<file path="src/rtl/mcpp_pkg.sv">
// ----------------------------------------------------------------------------
// Path payoff engine package
// Shared widths, configuration register indexes and a saturating add helper.
// ----------------------------------------------------------------------------
package mcpp_pkg;

    // Field and datapath widths
    localparam int PRICE_W    = 32;
    localparam int TOTAL_W    = 48;
    localparam int COUNT_W    = 24;
    localparam int STEP_W     = 16;
    localparam int SAMPLE_W   = 16;
    localparam int MODE_W     = 2;
    localparam int CFG_IDX_W  = 3;
    localparam int CFG_DATA_W = 32;

    // Shared multiplier: one 16-bit chunk times a 32-bit operand
    localparam int CHUNK_W    = 16;
    localparam int PROD_W     = CHUNK_W + PRICE_W;
    localparam int OPA_W      = 48;
    localparam int CHUNKS     = OPA_W / CHUNK_W;
    localparam int ACC_W      = OPA_W + PRICE_W;
    localparam int CNT_W      = 2;

    // Growth factor plus vol term, Q.42 signed with headroom
    localparam int F_W        = 50;
    localparam int F_FRAC     = 12;

    // Configuration register indexes
    typedef enum logic [CFG_IDX_W-1:0] {
        CFG_SPOT    = 3'd0,
        CFG_STRIKE  = 3'd1,
        CFG_GROWTH  = 3'd2,
        CFG_VOL     = 3'd3,
        CFG_STEPS   = 3'd4,
        CFG_AVG     = 3'd5,
        CFG_MEAN    = 3'd6,
        CFG_MODE    = 3'd7
    } cfg_index_t;

    // Register reset values
    localparam logic [PRICE_W-1:0] GROWTH_RESET = 32'h4000_0000;
    localparam logic [PRICE_W-1:0] SCALE_RESET  = 32'h8000_0000;
    localparam logic [STEP_W-1:0]  STEPS_RESET  = 16'd1;

    // Pricing mode bits
    localparam int MODE_PUT_BIT = 0;
    localparam int MODE_AVG_BIT = 1;

    // Saturating 48-bit add
    function automatic logic [TOTAL_W-1:0] add_sat48(
        input logic [TOTAL_W-1:0] a,
        input logic [TOTAL_W-1:0] b
    );
        logic [TOTAL_W:0] s;
        s = {1'b0, a} + {1'b0, b};
        return s[TOTAL_W] ? {TOTAL_W{1'b1}} : s[TOTAL_W-1:0];
    endfunction

endpackage

</file>
<file path="src/rtl/monte_carlo_path_payoff.sv">
// ----------------------------------------------------------------------------
// Monte Carlo path payoff engine
// Euler steps of a fixed-point price path, path close with call or put
// payoff, running payoff total and scaled price estimate.
// ----------------------------------------------------------------------------
// Usage:
//   Input channel (in_valid / in_stall) carries one word per time step: a
//   normal sample and a clear flag. in_stall is high while a word is being
//   worked on; one 16x32 multiplier is shared by every product, taking one
//   16-bit chunk of a 48-bit operand per cycle.
//   A word that keeps the path open runs the price product; a path that
//   closes on the terminal price adds the estimate product, and one that
//   closes on the path average adds the average product too. A factor that
//   clamps the price to zero skips the price product. Each product is 48x32.
//   Output channel (out_valid / out_stall) carries one word per closed path:
//   payoff, total, path count and estimate, held in an output register. A
//   new input word is taken while a result waits; if a second result is
//   ready before the first is taken, the engine holds it until the output
//   register frees.
//   Configuration is written through cfg_we / cfg_index / cfg_data while
//   the engine is idle; each write lands at the clock edge.
//   Reset (rst_n low, asynchronous) restores register defaults and clears
//   path, total and count state.
// ----------------------------------------------------------------------------
module monte_carlo_path_payoff
    import mcpp_pkg::*;
(
    input  logic                  clk,
    input  logic                  rst_n,
    // Configuration write port
    input  logic                  cfg_we,
    input  logic [CFG_IDX_W-1:0]  cfg_index,
    input  logic [CFG_DATA_W-1:0] cfg_data,
    // Sample channel
    input  logic                  in_valid,
    output logic                  in_stall,
    input  logic signed [SAMPLE_W-1:0] normal_sample,
    input  logic                  clear_totals,
    // Result channel
    output logic                  out_valid,
    input  logic                  out_stall,
    output logic [PRICE_W-1:0]    path_payoff,
    output logic [TOTAL_W-1:0]    payoff_total,
    output logic [COUNT_W-1:0]    paths_done,
    output logic [PRICE_W-1:0]    price_estimate
);

    typedef enum logic [2:0] {
        S_IDLE,
        S_GROW,
        S_MUL,
        S_NEWP,
        S_PCLOSE,
        S_PAY,
        S_EST
    } state_t;

    typedef enum logic [1:0] {
        PH_PRICE,
        PH_AVG,
        PH_EST
    } phase_t;

    // Control and datapath registers
    state_t               state_reg,   state_next;
    phase_t               phase_reg,   phase_next;
    logic [CNT_W-1:0]     cnt_reg,     cnt_next;
    logic [ACC_W-1:0]     acc_reg,     acc_next;
    logic [OPA_W-1:0]     opa_reg,     opa_next;
    logic [PRICE_W-1:0]   opb_reg,     opb_next;
    logic                 neg_reg,     neg_next;
    logic [PRICE_W-1:0]   pclose_reg,  pclose_next;

    // Configuration registers
    logic [PRICE_W-1:0]   spot_reg,    spot_next;
    logic [PRICE_W-1:0]   strike_reg,  strike_next;
    logic [PRICE_W-1:0]   growth_reg,  growth_next;
    logic [PRICE_W-1:0]   vol_reg,     vol_next;
    logic [STEP_W-1:0]    steps_reg,   steps_next;
    logic [PRICE_W-1:0]   avg_scale_reg,  avg_scale_next;
    logic [PRICE_W-1:0]   mean_scale_reg, mean_scale_next;
    logic [MODE_W-1:0]    mode_reg,    mode_next;

    // Path and total state
    logic [PRICE_W-1:0]   cur_price_reg, cur_price_next;
    logic [TOTAL_W-1:0]   avg_sum_reg,   avg_sum_next;
    logic [STEP_W-1:0]    step_idx_reg,  step_idx_next;
    logic [TOTAL_W-1:0]   total_reg,     total_next;
    logic [COUNT_W-1:0]   count_reg,     count_next;

    // Output register
    logic                 out_valid_reg,   out_valid_next;
    logic [PRICE_W-1:0]   payoff_reg,      payoff_next;
    logic [PRICE_W-1:0]   out_payoff_reg,  out_payoff_next;
    logic [TOTAL_W-1:0]   out_total_reg,   out_total_next;
    logic [COUNT_W-1:0]   out_count_reg,   out_count_next;
    logic [PRICE_W-1:0]   out_est_reg,     out_est_next;

    // Shared multiplier
    logic [CHUNK_W-1:0]   mul_a;
    logic [PRICE_W-1:0]   mul_b;
    logic [PROD_W-1:0]    mul_p;
    logic [CHUNK_W-1:0]   sample_mag;
    logic [CHUNK_W-1:0]   opa_chunk;

    // Step arithmetic
    logic [F_W-1:0]       grow_ext;
    logic [F_W-1:0]       vol_term;
    logic [F_W-1:0]       f_val;
    logic                 f_clamp;
    logic [PRICE_W-1:0]   price_sel;
    logic [PRICE_W-1:0]   newp;
    logic [PRICE_W-1:0]   scaled31;
    logic [TOTAL_W-1:0]   avg_upd;
    logic                 path_close;
    logic [PRICE_W-1:0]   payoff_val;
    logic [TOTAL_W-1:0]   total_upd;
    logic                 in_accept;
    logic                 out_free;

    assign in_accept = in_valid && (state_reg == S_IDLE);
    assign out_free  = !out_valid_reg || !out_stall;

    // Pick the operand chunk, high chunk first
    always_comb
    begin
        case (cnt_reg)
            2'd0:    opa_chunk = opa_reg[OPA_W-1 -: CHUNK_W];
            2'd1:    opa_chunk = opa_reg[OPA_W-CHUNK_W-1 -: CHUNK_W];
            default: opa_chunk = opa_reg[CHUNK_W-1:0];
        endcase
    end

    // Magnitude of the sample; the most negative code maps to 2^15
    assign sample_mag = normal_sample[SAMPLE_W-1] ? CHUNK_W'(-normal_sample)
                                                  : CHUNK_W'(normal_sample);

    assign mul_a = (state_reg == S_IDLE) ? sample_mag : opa_chunk;
    assign mul_b = (state_reg == S_IDLE) ? vol_reg : opb_reg;
    assign mul_p = PROD_W'(mul_a) * PROD_W'(mul_b);

    // Growth factor plus signed vol term
    assign grow_ext = {{(F_W-PRICE_W-F_FRAC){1'b0}}, growth_reg, {F_FRAC{1'b0}}};
    assign vol_term = {{(F_W-PROD_W){1'b0}}, acc_reg[PROD_W-1:0]};
    assign f_val    = neg_reg ? (grow_ext - vol_term) : (grow_ext + vol_term);
    assign f_clamp  = f_val[F_W-1] || (f_val[F_W-2:F_FRAC] == '0);

    assign price_sel = (step_idx_reg == '0) ? spot_reg : cur_price_reg;

    // Take the product down by 2^30 or 2^31, saturating to 32 bits
    assign newp     = (|acc_reg[ACC_W-1:PRICE_W+30]) ? {PRICE_W{1'b1}}
                                                     : acc_reg[PRICE_W+29:30];
    assign scaled31 = (|acc_reg[ACC_W-1:PRICE_W+31]) ? {PRICE_W{1'b1}}
                                                     : acc_reg[PRICE_W+30:31];

    assign avg_upd    = add_sat48(avg_sum_reg, TOTAL_W'(newp));
    assign path_close = ({1'b0, step_idx_reg} + 17'd1) >= {1'b0, steps_reg};

    // Call or put payoff against the strike
    always_comb
    begin
        if (mode_reg[MODE_PUT_BIT])
        begin
            payoff_val = (strike_reg > pclose_reg) ? (strike_reg - pclose_reg) : '0;
        end
        else
        begin
            payoff_val = (pclose_reg > strike_reg) ? (pclose_reg - strike_reg) : '0;
        end
    end

    assign total_upd = add_sat48(total_reg, TOTAL_W'(payoff_val));

    // Next-state and datapath control
    always_comb
    begin
        state_next      = state_reg;
        phase_next      = phase_reg;
        cnt_next        = cnt_reg;
        acc_next        = acc_reg;
        opa_next        = opa_reg;
        opb_next        = opb_reg;
        neg_next        = neg_reg;
        pclose_next     = pclose_reg;
        spot_next       = spot_reg;
        strike_next     = strike_reg;
        growth_next     = growth_reg;
        vol_next        = vol_reg;
        steps_next      = steps_reg;
        avg_scale_next  = avg_scale_reg;
        mean_scale_next = mean_scale_reg;
        mode_next       = mode_reg;
        cur_price_next  = cur_price_reg;
        avg_sum_next    = avg_sum_reg;
        step_idx_next   = step_idx_reg;
        total_next      = total_reg;
        count_next      = count_reg;
        payoff_next     = payoff_reg;
        out_payoff_next = out_payoff_reg;
        out_total_next  = out_total_reg;
        out_count_next  = out_count_reg;
        out_est_next    = out_est_reg;

        // Drop the output word once taken
        out_valid_next = out_valid_reg && out_stall;

        // Configuration writes
        if (cfg_we)
        begin
            case (cfg_index)
                CFG_SPOT:   spot_next       = cfg_data;
                CFG_STRIKE: strike_next     = cfg_data;
                CFG_GROWTH: growth_next     = cfg_data;
                CFG_VOL:    vol_next        = cfg_data;
                CFG_STEPS:  steps_next      = cfg_data[STEP_W-1:0];
                CFG_AVG:    avg_scale_next  = cfg_data;
                CFG_MEAN:   mean_scale_next = cfg_data;
                CFG_MODE:   mode_next       = cfg_data[MODE_W-1:0];
                default:    spot_next       = spot_reg;
            endcase
        end

        case (state_reg)
            // Take a word, apply clear, form |sample| * vol
            S_IDLE:
            begin
                if (in_accept)
                begin
                    if (clear_totals)
                    begin
                        total_next    = '0;
                        count_next    = '0;
                        avg_sum_next  = '0;
                        step_idx_next = '0;
                    end
                    neg_next   = normal_sample[SAMPLE_W-1];
                    acc_next   = ACC_W'(mul_p);
                    state_next = S_GROW;
                end
            end

            // Clamp at zero or start price times factor
            S_GROW:
            begin
                cnt_next = '0;
                if (f_clamp)
                begin
                    acc_next   = '0;
                    state_next = S_NEWP;
                end
                else
                begin
                    acc_next   = '0;
                    opa_next   = OPA_W'(f_val[F_W-3:F_FRAC]);
                    opb_next   = price_sel;
                    phase_next = PH_PRICE;
                    state_next = S_MUL;
                end
            end

            // Accumulate one chunk product per cycle
            S_MUL:
            begin
                acc_next = {acc_reg[ACC_W-CHUNK_W-1:0], {CHUNK_W{1'b0}}} + ACC_W'(mul_p);
                cnt_next = cnt_reg + 1'b1;
                if (cnt_reg == CNT_W'(CHUNKS-1))
                begin
                    case (phase_reg)
                        PH_PRICE: state_next = S_NEWP;
                        PH_AVG:   state_next = S_PCLOSE;
                        default:  state_next = S_EST;
                    endcase
                end
            end

            // New price: advance the path or close it
            S_NEWP:
            begin
                cur_price_next = newp;
                avg_sum_next   = avg_upd;
                if (!path_close)
                begin
                    step_idx_next = step_idx_reg + 1'b1;
                    state_next    = S_IDLE;
                end
                else if (mode_reg[MODE_AVG_BIT])
                begin
                    acc_next   = '0;
                    cnt_next   = '0;
                    opa_next   = avg_upd;
                    opb_next   = avg_scale_reg;
                    phase_next = PH_AVG;
                    state_next = S_MUL;
                end
                else
                begin
                    pclose_next = newp;
                    state_next  = S_PAY;
                end
            end

            // Average price of the path
            S_PCLOSE:
            begin
                pclose_next = scaled31;
                state_next  = S_PAY;
            end

            // Payoff, total and count; start the estimate product
            S_PAY:
            begin
                payoff_next   = payoff_val;
                total_next    = total_upd;
                count_next    = (count_reg == {COUNT_W{1'b1}}) ? count_reg
                                                               : count_reg + 1'b1;
                avg_sum_next  = '0;
                step_idx_next = '0;
                acc_next      = '0;
                cnt_next      = '0;
                opa_next      = total_upd;
                opb_next      = mean_scale_reg;
                phase_next    = PH_EST;
                state_next    = S_MUL;
            end

            // Hold until the output register frees, then load it
            S_EST:
            begin
                if (out_free)
                begin
                    out_valid_next  = 1'b1;
                    out_payoff_next = payoff_reg;
                    out_total_next  = total_reg;
                    out_count_next  = count_reg;
                    out_est_next    = scaled31;
                    state_next      = S_IDLE;
                end
            end

            default:
            begin
                state_next = S_IDLE;
            end
        endcase
    end

    // State and registered outputs
    always_ff @(posedge clk or negedge rst_n)
    begin
        if (!rst_n)
        begin
            state_reg      <= S_IDLE;
            phase_reg      <= PH_PRICE;
            cnt_reg        <= '0;
            acc_reg        <= '0;
            opa_reg        <= '0;
            opb_reg        <= '0;
            neg_reg        <= 1'b0;
            pclose_reg     <= '0;
            spot_reg       <= '0;
            strike_reg     <= '0;
            growth_reg     <= GROWTH_RESET;
            vol_reg        <= '0;
            steps_reg      <= STEPS_RESET;
            avg_scale_reg  <= SCALE_RESET;
            mean_scale_reg <= SCALE_RESET;
            mode_reg       <= '0;
            cur_price_reg  <= '0;
            avg_sum_reg    <= '0;
            step_idx_reg   <= '0;
            total_reg      <= '0;
            count_reg      <= '0;
            payoff_reg     <= '0;
            out_valid_reg  <= 1'b0;
            out_payoff_reg <= '0;
            out_total_reg  <= '0;
            out_count_reg  <= '0;
            out_est_reg    <= '0;
        end
        else
        begin
            state_reg      <= state_next;
            phase_reg      <= phase_next;
            cnt_reg        <= cnt_next;
            acc_reg        <= acc_next;
            opa_reg        <= opa_next;
            opb_reg        <= opb_next;
            neg_reg        <= neg_next;
            pclose_reg     <= pclose_next;
            spot_reg       <= spot_next;
            strike_reg     <= strike_next;
            growth_reg     <= growth_next;
            vol_reg        <= vol_next;
            steps_reg      <= steps_next;
            avg_scale_reg  <= avg_scale_next;
            mean_scale_reg <= mean_scale_next;
            mode_reg       <= mode_next;
            cur_price_reg  <= cur_price_next;
            avg_sum_reg    <= avg_sum_next;
            step_idx_reg   <= step_idx_next;
            total_reg      <= total_next;
            count_reg      <= count_next;
            payoff_reg     <= payoff_next;
            out_valid_reg  <= out_valid_next;
            out_payoff_reg <= out_payoff_next;
            out_total_reg  <= out_total_next;
            out_count_reg  <= out_count_next;
            out_est_reg    <= out_est_next;
        end
    end

    // Drive the ports
    assign in_stall       = (state_reg != S_IDLE);
    assign out_valid      = out_valid_reg;
    assign path_payoff    = out_payoff_reg;
    assign payoff_total   = out_total_reg;
    assign paths_done     = out_count_reg;
    assign price_estimate = out_est_reg;

    // A closed path always leaves a nonzero count
    assert property (@(posedge clk) disable iff (!rst_n)
        out_valid |-> (paths_done != '0))
        else $error("result shown with zero path count");

    // The total includes the payoff just added
    assert property (@(posedge clk) disable iff (!rst_n)
        out_valid |-> (TOTAL_W'(path_payoff) <= payoff_total))
        else $error("path payoff exceeds payoff total");

    // A taken word blocks the input on the next cycle
    assert property (@(posedge clk) disable iff (!rst_n)
        (in_valid && !in_stall) |=> in_stall)
        else $error("input not stalled after accept");

    // A finished result waits while the output register is occupied
    assert property (@(posedge clk) disable iff (!rst_n)
        (state_reg == S_EST && out_valid_reg && out_stall) |=> (state_reg == S_EST))
        else $error("result overwrote a pending output word");

endmodule
</file>
<file path="config.mk">
export PLATFORM = sky130hd
export DESIGN_NAME = monte_carlo_path_payoff
export DESIGN_NICKNAME = d
export VERILOG_FILES = /design/src/rtl/mcpp_pkg.sv /design/src/rtl/monte_carlo_path_payoff.sv
export SDC_FILE = /design/constraint.sdc
export NUM_CORES = 2
export LEC_CHECK = 0
export BUFFER_PORTS_ARGS = -buffer_cell sky130_fd_sc_hd__buf_2
export CORE_UTILIZATION = 55
export DETAILED_ROUTE_END_ITERATION = 10
export GPL_TIMING_DRIVEN = 0
export PLACE_DENSITY = 0.72
export SLEW_MARGIN = 10
export SYNTH_ARGS = -nofsm -noshare
export SYNTH_HDL_FRONTEND = slang
export SYNTH_SLANG_ARGS = --single-unit
</file>
<file path="constraint.sdc">
create_clock -name clk -period 22.9 [get_ports clk]
set_clock_uncertainty 0.1 [all_clocks]
set_input_delay 4.58 -clock clk [delete_from_list [all_inputs] [get_ports clk]]
set_output_delay 4.58 -clock clk [all_outputs]
set_load 0.005 [all_outputs]
</file>
# Yosys cells after proc, flatten, opt, wreduce, memory -nomap -nowiden
# Index checks and enable logic that the tools add are counted.
# Widths: inputs -> output; s select.
# word_totals
output_inout_bits	138
wordCells	168
regBits	747
# op_classes
order_cmp	3
mux	57
n_reduce_logical	41
mul	1
n_eq_ne	27
n_addsub	12
# op_table
operator	n
$mux 32	12
$mux 48	7
$pmux 80 s4	1
$pmux 48 s3	2
$mux 80	3
$add 48x32->49	2
$pmux 32 s3	1
$pmux 48 s2	1
$add 80x48->80	1
$mux 16	5
$mux 24	3
$gt 32x32->1	2
$pmux 32 s2	1
$sub 32x32->32	2
$mux 50	1
$add 44x48->49	1
$sub 44x48->49	1
$mul 16x32->48	1
$pmux 16 s3	1
$pmux 24 s2	1
$logic_not 37->1	1
$pmux 16 s2	1
$add 24x1->24 const B	1
$eq 24x24->1 const B	1
32 further kinds	88

# Longest topological paths before layout
# logic_depth
depth_word	7
ltp_mapped	47
depth_no_buf	46

# Worst setup path after synthesis
# OpenSTA, ideal clock, no wires.
# synth_path
kind	input-to-reg
startpoint	in normal_sample[3]
endpoint	reg acc_reg[45]
path_stages	40
slack_ns	8.382
n_path_buf	1
setup_time_ns	0.083
t_required_ns	22.717
arrival_ns	14.336
cell_sequence	or3_1 -> nor3_1 -> nand2_1 -> o41ai_1 -> xor2_1 -> a21oi_1 -> clkbuf_1 -> nand2_1 -> fa_1 -> inv_1 -> fa_1 -> fa_1 -> fa_1 -> fa_1 -> inv_1 -> fa_1 -> inv_1 -> ha_1 -> [4 not listed] -> a31o_2 -> a21o_1 -> a21oi_1 -> xnor2_1 -> ha_1 -> a21o_1 -> a21o_1 -> a221o_1 -> a31oi_1 -> o31a_1 -> o21ai_0 -> a21oi_1 -> o21ai_0 -> a21oi_1 -> o21ai_0 -> a21oi_1 -> mux2_2 -> o21ai_0
# synth_between
elab_chain_cells	6
word_cells_on_any_way	7
# synth_lines
element	line_no	rtl
start: declaration	monte_carlo_path_payoff.sv:37	input logic signed [SAMPLE_W-1:0] normal_sample,
$neg 16->16	monte_carlo_path_payoff.sv:135	assign sample_mag = normal_sample[SAMPLE_W-1] ? CHUNK_W'(-normal_sample)
$mux 16 (*)	monte_carlo_path_payoff.sv:135	
$mux 16 (*)	monte_carlo_path_payoff.sv:138	assign mul_a = (state_reg == S_IDLE) ? sample_mag : opa_chunk;
$mul 16x32->48 (*)	monte_carlo_path_payoff.sv:140	assign mul_p = PROD_W'(mul_a) * PROD_W'(mul_b);
$add 80x48->80 or $mux 80 (tied branches)	monte_carlo_path_payoff.sv:264, monte_carlo_path_payoff.sv:227	
$pmux 80 s4 (*)	monte_carlo_path_payoff.sv:223	case (state_reg)
end signal: assignment	monte_carlo_path_payoff.sv:385	acc_reg <= acc_next;
end: declaration	monte_carlo_path_payoff.sv:68	logic [ACC_W-1:0] acc_reg, acc_next;
# Every way passes the cells marked *; elsewhere a longest branch is shown, timed or not. The select of a mux whose other input is x is not followed.
# A chain may end at the register's enable or synchronous reset.

# Final worst setup path
# layout_path
startpoint	in normal_sample[3]
endpoint	reg acc_reg[75]
# layout_between
elab_chain_cells	6
# layout_lines
element	line_no	rtl
$neg 16->16	monte_carlo_path_payoff.sv:135	
$mux 16 (*)	monte_carlo_path_payoff.sv:135	
$mux 16 (*)	monte_carlo_path_payoff.sv:138	
$mul 16x32->48 (*)	monte_carlo_path_payoff.sv:140	
$add 80x48->80 (*)	monte_carlo_path_payoff.sv:264	acc_next = {acc_reg[ACC_W-CHUNK_W-1:0], {CHUNK_W{1'b0}}} + ACC_W'(mul_p);
$pmux 80 s4 (*)	monte_carlo_path_payoff.sv:223	
# Every way passes the cells marked *; elsewhere a longest branch is shown, timed or not.

==> parameters.txt <==
Parameter                              Value

Yosys
  Share of the yosys chip area belonging to registers ... 0.3017
  Count of flip-flops with a built-in enable after synthesis ... 0
  Total standard cell area after synthesis ... 61980 µm²
  Yosys Warn Count ... 0
  Number of cells produced by synthesis ... 6847
  Flops & latches, synth ... 747
  Synth cell types ... 84
  Mean post-synth cell area ... 9.053 µm²
  Most common flop cell mapped by yosys ... dfrtp_1
  Share of synthesized flip-flops with an asynchronous set or reset ... 1.000
  Syn_nets ... 7697

Clock tree
  Count of hold buffers inserted by post-cts repair ... 0
  Number of gates resized after CTS ... 0
  Clock Tree Buf Depth ... 3
  TritonCTS clock tree ... built
  Root buf cell ... clkbuf_16
  Skew-Pair Late Insertion Delay ... 700 ps
  Register clock-pin slew on the reported worst setup and hold paths ... 60 ps
  Setup bufs post-CTS ... 0
  Num Clock Sinks ... 747
  Num CTS Buffers ... 86
  Number of levels in the clock H-tree ... 3

GRT
  Global-route wire length before repair ... 356300 µm
  Grt ovf ... 0
  Overall global routing resource usage ... 0.4323
  Vias in the first global route ... 52730
  Initial antenna violation count ... 15
  Maximum number of pins on one net before global-route repair ... 111

Placed design
  HPWL reported at the end of detailed placement ... 199500 µm
  Number of placed instances, taps included ... 8539
  Placer's final routability congestion estimate ... 1.060
  Count of input and output buffers ... 191

Routing
  Initial DRT Pass Iterations ... 6
  Total number of vias ... 55150
  Via/cell ratio ... 6.338
  Wirelength, routed ... 246600 µm
  DRC violation total after the first TritonRoute iteration ... 6614
  Routed wirelength normalized by instance count ... 28.33 µm
  Remaining DRCs ... 0
  Post-DRT Antenna Nets ... 0

Layout
  Ratio of cells with drive above 1 in the final layout ... 0.1081
  Combined area of the multi-input logic cells ... 39310 µm²
  Register Area ... 18700 µm²
  Filler cell count in the final layout ... 9758
  NumNets Final ... 7989
  Most common library cell in the layout ignoring fill and taps ... nand2_1
  Most frequent cells in the layout ... nand2_1, dfrtp_1, inv_1
  Flip-flop count of the largest register, all copies and words added ... 80
  Final std cells w/o fill ... 8702
  Layout overhead on the synthesized area ... 9.986%

Setup path
  Critical path data required time ... 23360 ps
  Category of the worst setup path launch point ... input pin
  Worst Path Class, Setup ... in2reg
  Slowest cell delay on critical path ... 1010 ps
  Arrival time reported for the critical path endpoint ... 17280 ps
  Slowest cell on the critical path ... a21oi_1
  Worst Setup End Kind ... register
  Maximum fanout along the worst path ... 10
  Worst path most repeated cell ... fa_1

Timing
  Number of max-slew violations in the final report ... 0
  RSZ-0062 raised after global routing ... false
  Number of hold violations in the final report ... 0
  Max_slew headroom ... 0.03139
  Period utilization ... 0.7346
  FMAX ... 59.45 MHz
  Final setup violation count ... 0
  Tightest Pin Transition ... 1413 ps
  Setup tns final ... 0 ps
  Final-layout worst hold slack ... 376.4 ps
  Tmin final ... 16820 ps

Floorplanning
  Cell row count ... 122
  Width of the die ... 337.7 µm
  I/O pin total ... 195
  Die area ... 114000 µm²
  Core region area ... 111100 µm²
  Initial cell density of the core ... 0.5578
  Height of the die ... 337.7 µm

Flow run
  Max_cap viols ... 0

Status
  Outcome ... completed

Worst hold path
  Hold Path Class ... reg2reg
[worst paths after layout]
check / end / startpoint / depth (start not counted) / slack [ps]
max in group asynchronous: growth_reg[7]$_DFFE_PN0P_ / rst_n / 5 / 16750
setup reg to reg: acc_reg[75]$_DFFE_PN0P_ / cnt_reg[0]$_DFFE_PN0P_ / 43 / 9230
setup / recovery: acc_reg[75]$_DFFE_PN0P_ / normal_sample[3] / 41 / 6080
hold reg to reg: price_estimate[17]$_DFFE_PN0P_ / price_estimate[17]$_DFFE_PN0P_ / 2 / 380
hold / removal: price_estimate[17]$_DFFE_PN0P_ / price_estimate[17]$_DFFE_PN0P_ / 2 / 380
min in group asynchronous: count_reg[8]$_DFFE_PN0P_ / rst_n / 1 / 3590
[stage by stage]
stage / utilization / instance area, µm² / setup WS (ps)
2_1_floorplan: - / 61980 / 8382
3_3_place_gp: 0.5831 / 64800 / 1145
3_5_place_dp: 0.5859 / 65110 / 5751
4_1_cts: 0.6133 / 68160 / 6395
5_1_grt: 0.6134 / 68160 / 5643
6_report: 0.6135 / 68170 / 6078
[layer usage]
metal	vias up	part of all wire	wire (µm)	GRT usage
met5	-	0.00032	78	0
met2	2975	0.41	102100	0.6163
met3	586	0.12	29750	0.1318
li1	23880	-	-	-
met4	12	0.058	14340	0.2085
met1	27700	0.41	100300	0.5964
[worst max-delay path, delay by kind of cell]
kind	cells	cell delay, ps
xor+xnor	3	680
buf+inv	5	940
fa+ha+maj	8	3870
compound gates	17	4850
simple gates	8	2340
[kinds of logic (layout without fill, tap and decap cells)]
logic type               Yosys count  count (layout)  share of synthesized area
multiplexers                     433             433                    0.08163
AND/OR/NAND/NOR                 1994            1994                     0.1418
buffers and inverters           1052            1414                    0.06500
flip-flops                       747             747                     0.3017
AO/OA/AOI/OAI                   1590            1590                     0.1648
adder cells (fa/ha/maj)          793             793                     0.2114
other                              0               5                          0
XOR/XNOR                         238             238                    0.03363
[cells in the mapped netlist (23+ instances only)]
cell type  instances  area share
a211oi_1          56      0.0068
a21o_1           187       0.023
a21oi_1          376       0.030
a221o_1           27      0.0044
a221oi_1          34      0.0048
a22o_1            25      0.0035
a22oi_1           52      0.0063
a31oi_1           58      0.0059
and2_1            66      0.0067
and3_1            59      0.0060
clkbuf_1         303       0.018
dfrtp_1          743        0.30
fa_1             424        0.14
ha_1             369       0.074
inv_1            711       0.043
mux2_2           294       0.053
mux2_4            71       0.017
mux2i_1           66       0.011
nand2_1         1020       0.062
nand2b_1          43      0.0043
nand3_1          113      0.0091
nand4_1           46      0.0046
nor2_1           410       0.025
nor2b_1           51      0.0051
nor3_1            57      0.0046
nor4_1            23      0.0023
o211ai_1          32      0.0039
o21a_1            41      0.0050
o21ai_0          429       0.035
o21bai_1          48      0.0058
o221ai_1          23      0.0032
o31ai_1           54      0.0065
or3_1             43      0.0043
xnor2_1          143       0.020
xor2_1            95       0.013
[layout make-up]
| cell class | instances | share of cell area |
|---|---|---|
| Tap cell | 1488 | 0.02731 |
| Clock inverter | 53 | 0.009911 |
| Sequential cell | 747 | 0.2743 |
| Timing Repair Buffer | 204 | 0.01777 |
| Antenna cell | 5 | 0.0001835 |
| Clock buffer | 105 | 0.03482 |
| Buffer | 339 | 0.01984 |
| Multi-Input combinational cell | 5048 | 0.5766 |
| Inverter | 713 | 0.03926 |
Power is left out: the tool's default activity adds up to more than one toggle a clock period on the data nets, which glitch-free logic cannot reach.
